--- src/rtl/core/rlz_pkg.sv ---
// Shared types and constants for the packed-stream LZ decompressor.
`default_nettype none
package rlz_pkg;

    typedef enum logic [2:0] {
        PH_HDR0 = 3'd0,
        PH_HDR1 = 3'd1,
        PH_SKIP = 3'd2,
        PH_SIZE = 3'd3,
        PH_CMD  = 3'd4,
        PH_MORE = 3'd5,
        PH_LIT  = 3'd6
    } rlz_phase_t;

    typedef enum logic [1:0] {
        ACT_NONE = 2'd0,
        ACT_COPY = 2'd1,
        ACT_STOP = 2'd2
    } rlz_act_t;

    typedef enum logic [1:0] {
        ST_OK     = 2'd0,
        ST_TRUNC  = 2'd1,
        ST_BADREF = 2'd2
    } rlz_status_t;

    typedef enum logic [2:0] {
        CS_IDLE  = 3'd0,
        CS_PARSE = 3'd1,
        CS_COPYR = 3'd2,
        CS_COPYW = 3'd3,
        CS_FLUSH = 3'd4,
        CS_WAIT  = 3'd5
    } rlz_ctl_state_t;

    // Commands from controller to datapath
    typedef struct packed {
        logic parse;      // take held input word through the parser
        logic copy_rd;    // issue history read for the copy
        logic copy_wr;    // emit the read-back byte
        logic flush;      // load the output register from the pack buffer
        logic out_take;   // output register taken
    } rlz_cmd_t;

    // Status from datapath to controller
    typedef struct packed {
        logic copy_start; // parser left a copy to run
        logic copy_more;  // more copy bytes remain after this one
        logic pack_full;  // pack buffer holds a full result
        logic out_full;   // output register occupied and not being taken
    } rlz_stat_t;

endpackage
`default_nettype wire

--- src/rtl/core/rlz_ctl.sv ---
// Controller state machine: sequences parse, copy, and result delivery.
`default_nettype none
module rlz_ctl
    import rlz_pkg::*;
(
    input  wire logic      clk,
    input  wire logic      rst_n,
    input  wire logic      in_valid,
    output logic           in_stall,
    input  wire logic      out_stall,
    input  wire rlz_stat_t stat,
    output rlz_cmd_t       cmd
);

    rlz_ctl_state_t state_reg, state_next;

    // hold state
    always_ff @(posedge clk or negedge rst_n)
    begin
        if (!rst_n)
        begin
            state_reg <= CS_IDLE;
        end
        else
        begin
            state_reg <= state_next;
        end
    end

    // next state
    always_comb
    begin
        state_next = state_reg;
        unique case (state_reg)
            CS_IDLE:
            begin
                if (in_valid)
                begin
                    state_next = CS_PARSE;
                end
            end
            CS_PARSE:
            begin
                state_next = stat.copy_start ? CS_COPYR : CS_FLUSH;
            end
            CS_COPYR:
            begin
                if (stat.pack_full)
                begin
                    state_next = CS_WAIT;
                end
                else
                begin
                    state_next = CS_COPYW;
                end
            end
            CS_COPYW:
            begin
                state_next = stat.copy_more ? CS_COPYR : CS_FLUSH;
            end
            CS_WAIT:
            begin
                if (!stat.out_full)
                begin
                    state_next = CS_COPYR;
                end
            end
            CS_FLUSH:
            begin
                if (!stat.out_full)
                begin
                    state_next = CS_IDLE;
                end
            end
            default:
            begin
                state_next = CS_IDLE;
            end
        endcase
    end

    // outputs
    always_comb
    begin
        cmd          = '0;
        in_stall     = 1'b1;
        cmd.out_take = !out_stall;
        unique case (state_reg)
            CS_IDLE:  in_stall = 1'b0;
            CS_PARSE: cmd.parse = 1'b1;
            CS_COPYR: cmd.copy_rd = !stat.pack_full;
            CS_COPYW: cmd.copy_wr = 1'b1;
            CS_WAIT:  cmd.flush = !stat.out_full;
            CS_FLUSH: cmd.flush = !stat.out_full;
            default:  in_stall = 1'b1;
        endcase
    end

`ifndef NO_ASSERTIONS
    a_no_parse_outside: assert property (@(posedge clk) disable iff (!rst_n)
        cmd.parse |-> $past(state_reg) == CS_IDLE)
        else $error("parse outside accepted word");
    a_wr_after_rd: assert property (@(posedge clk) disable iff (!rst_n)
        state_reg == CS_COPYW |-> $past(cmd.copy_rd))
        else $error("copy write without read");
    a_accept_idle: assert property (@(posedge clk) disable iff (!rst_n)
        (in_valid && !in_stall) |=> state_reg == CS_PARSE)
        else $error("accepted word not parsed");
`endif

endmodule
`default_nettype wire

--- config.mk ---
export PLATFORM = sky130hd
export DESIGN_NAME = rlz_ctl
export DESIGN_NICKNAME = d
export VERILOG_FILES = /design/src/rtl/core/rlz_pkg.sv /design/src/rtl/core/rlz_ctl.sv
export SDC_FILE = /design/constraint.sdc
export NUM_CORES = 1
export LEC_CHECK = 0
export BUFFER_PORTS_ARGS = -buffer_cell sky130_fd_sc_hd__clkbuf_2
export CAP_MARGIN = 20
export CORE_AREA = 10 10 47 49
export DETAILED_ROUTE_END_ITERATION = 8
export DIE_AREA = 0 0 57 59
export PLACE_DENSITY = 0.43
export REMOVE_ABC_BUFFERS = 1
export SYNTH_ARGS = -nofsm -noshare
export SYNTH_HDL_FRONTEND = slang
export SYNTH_SLANG_ARGS = --single-unit
--- constraint.sdc ---
create_clock -name clk -period 3.2 [get_ports clk]
set_clock_uncertainty 0.15 [all_clocks]
set_input_delay 0.16 -clock clk [delete_from_list [all_inputs] [get_ports clk]]
set_output_delay 0.16 -clock clk [all_outputs]
set_load 0.005 [all_outputs]
==> flow_metrics.py <==
metrics = {
    "logic_synthesis": {
        "syn_area_um2": 250,
        "ys_ff_latch": 3,
        "synth_top_area_share_pct": 30.0,
        "dominantRegCellSynth": "dfrtp_1",
        "synthArstFlopShare_pct": 100,
        "yosys.area.top_type": "dfrtp_1",
        "synth_commonest_cells": "3 x dfrtp_1, 3 x nor2_1",
        "netlist_instances": 30,
        "synth_area_leaders": "dfrtp_1 30%, nand2b_4 5.5%, and2_1 5.0%",
        "yosysWarnings": 0,
        "ys_seq_area_share_pct": 30.0,
        "syn_avg_cell_area_um2": 8.34,
        "synth_edf_count": 0,
        "ys_types": 22,
    },
    "global_route": {
        "grt_max_degree": 13,
        "grt.total_usage_pct": 4.24,
        "grt_pass1_wl_um": 1090,
        "grt_pass1_vias": 253,
        "antenna_found_initial": 0,
        "grt_overflow": 0,
    },
    "run": {
        "cap_violations": 0,
    },
    "pwr": {
        "power.share.switching_pct": 39.0,
        "combPwrFrac_pct": 40.4,
        "cellInternalPower_mw": 0.169,
        "cellPowerDensity_nw_per_um2": 792,
        "leakage_nw": 0.169,
        "seq_power_share_pct": 35.4,
        "vdd_drop_max_mv": 0.204,
        "p_switching_mw": 0.108,
        "pwr-share-clk_pct": 24.2,
    },
    "layout": {
        "antenna_cells": 0,
        "regArea_um2": 75.1,
        "finish.utilization_pct": 25.0,
        "layout-area-overhead-vs-synth_pct": 40.0,
        "nNetsFinal": 54,
        "largest_reg_flops": 3,
        "fillCellCount": 162,
        "layout-drive-gt1-share_pct": 37.8,
        "multi_input_area_um2": 150,
    },
    "clock_tree": {
        "clockBufferDepth": 2,
        "cts_num_sinks": 3,
        "cts_setup_buffers": 0,
        "clk_pin_slew_worst_paths_ps": 40,
        "postCtsHoldBufs": 1,
        "htreeDepth": 1,
        "cts_resized": 0,
        "cts_buffers": 3,
        "cts_tree": "yes",
        "root_buffer": "clkbuf_4",
        "worstSkewPairLatency_ps": 230,
    },
    "detailed_routing": {
        "drt_iter0_drc": 6,
        "dr.pass1.iters": 4,
        "avgRoutedWirePerCell_um": 11.2,
        "drc_errors": 0,
        "routed_via_density": 4.26,
        "vias": 260,
        "routed_wl_um": 682,
        "postRouteAntennaNets": 0,
    },
    "placed_design": {
        "dp_slack_ps": 1900,
        "gp_congestion": 0.693,
        "io_buffers": 13,
    },
    "timing": {
        "clock.fmax_mhz": 647,
        "drv_slew": 0,
        "finalCritPeriodShare_pct": 48.3,
        "setup_viol": 0,
        "setup_slack_ps": 1650,
        "relSlewSlack_pct": 78.2,
        "setup_tns_ps": 0,
        "tightest_slew_ps": 327,
        "rsz0062_at_grt": "no",
        "hold_violations": 0,
        "holdWs_ps": 61.7,
        "period_needed_ps": 1550,
    },
    "setup_path": {
        "critical_path_class": "flip-flop to primary output",
        "critPathBufInv": 1,
        "cp_cell_sequence": "or3_1, clkbuf_2",
        "cp_slowest_cell": "dfrtp_1",
        "worstPathArrival_ps": 1240,
        "worst_path_largest_cell_delay_ps": 480,
        "rrSetupSlack_ps": 1910,
        "required_ps": 2890,
        "critPathCaptureType": "primary output",
        "path_max_fanout": 12,
        "path_delay_family": "flip-flops",
        "start_kind": "flip-flop",
    },
    "die": {
        "die_w_um": 57,
        "die_area_um2": 3360,
        "start_util_pct": 17.9,
        "design.core.area_um2": 1400,
        "ios": 14,
        "die_h_um": 59,
        "rows": 14,
    },
    "hold_path": {
        "hold_path_class": "primary input to flip-flop",
    },
    "run_status": {
        "status": "completed",
    },
}
## cell families (layout without fill, tap and decap cells)
kind of cell,count (synthesis),in the layout,synth area share (%)
AND/OR/NAND/NOR,15,15,37.0
AO/OA/AOI/OAI,7,7,19.0
buffers and inverters,4,19,10.0
flip-flops,3,3,30.0
multiplexers,1,1,4.00
## power by group through the flow
stage | sequential (mW) | combinational (mW) | clock, mW
6_report | 0.0983 | 0.112 | 0.0670
5_1_grt | 0.104 | 0.126 | 0.0701
4_1_cts | 0.0981 | 0.114 | 0.0699
3_5_place_dp | 0.0989 | 0.113 | 0
3_3_place_gp | 0.101 | 0.114 | 0
2_1_floorplan | 0.0870 | 0.0770 | 0
## metal layers
layer | wire length [um] | up-vias | track usage (%)
met5 | 0 | - | 0
met4 | 0 | 0 | 4.03
met3 | 96 | 0 | 3.22
met2 | 275 | 12 | 5.12
met1 | 310 | 115 | 4.52
li1 | - | 133 | -
## worst min-delay path: stages
cell,delay [ps]
clkbuf_2,110
nand2b_1,70
a21oi_1,60
## per-stage QoR
step	power, mW	area (um2)	std cells
global route	0.300	350	61
floorplan	0.164	229	27
detailed placement	0.212	314	56
finish	0.277	350	61
global placement	0.215	314	56
CTS	0.282	350	61
## final cells by class
| type | instances | share of cell area (%) |
|---|---|---|
| Tap cell | 16 | 5.71 |
| Multi-Input combinational cell | 23 | 42.9 |
| Clock buffer | 4 | 7.50 |
| Timing Repair Buffer | 14 | 21.4 |
| Sequential cell | 3 | 21.4 |
| Inverter | 1 | 1.07 |
## worst paths after layout
kind                            depth (start not counted)                startpoint                  endpoint
worst max register to register                          3  state_reg[1]$_DFFE_PN0P_  state_reg[2]$_DFFE_PN0P_
min in group asynchronous                               2                     rst_n  state_reg[2]$_DFFE_PN0P_
max in group asynchronous                               2                     rst_n  state_reg[1]$_DFFE_PN0P_
worst min-delay path                                    3                   stat[0]  state_reg[2]$_DFFE_PN0P_
worst min register to register                          1  state_reg[2]$_DFFE_PN0P_  state_reg[2]$_DFFE_PN0P_
worst max-delay path                                    2  state_reg[2]$_DFFE_PN0P_                  in_stall
## placed cells by master (no fill, tap or decap), types with 2 or more instances in the layout
master / instances
and2_1: 2
nor2_1: 3
clkbuf_2: 13
dfrtp_1: 3
nand2_1: 2
nor2b_1: 2
clkbuf_4: 3
No activity file was read; power rests on OpenSTA's default activity.
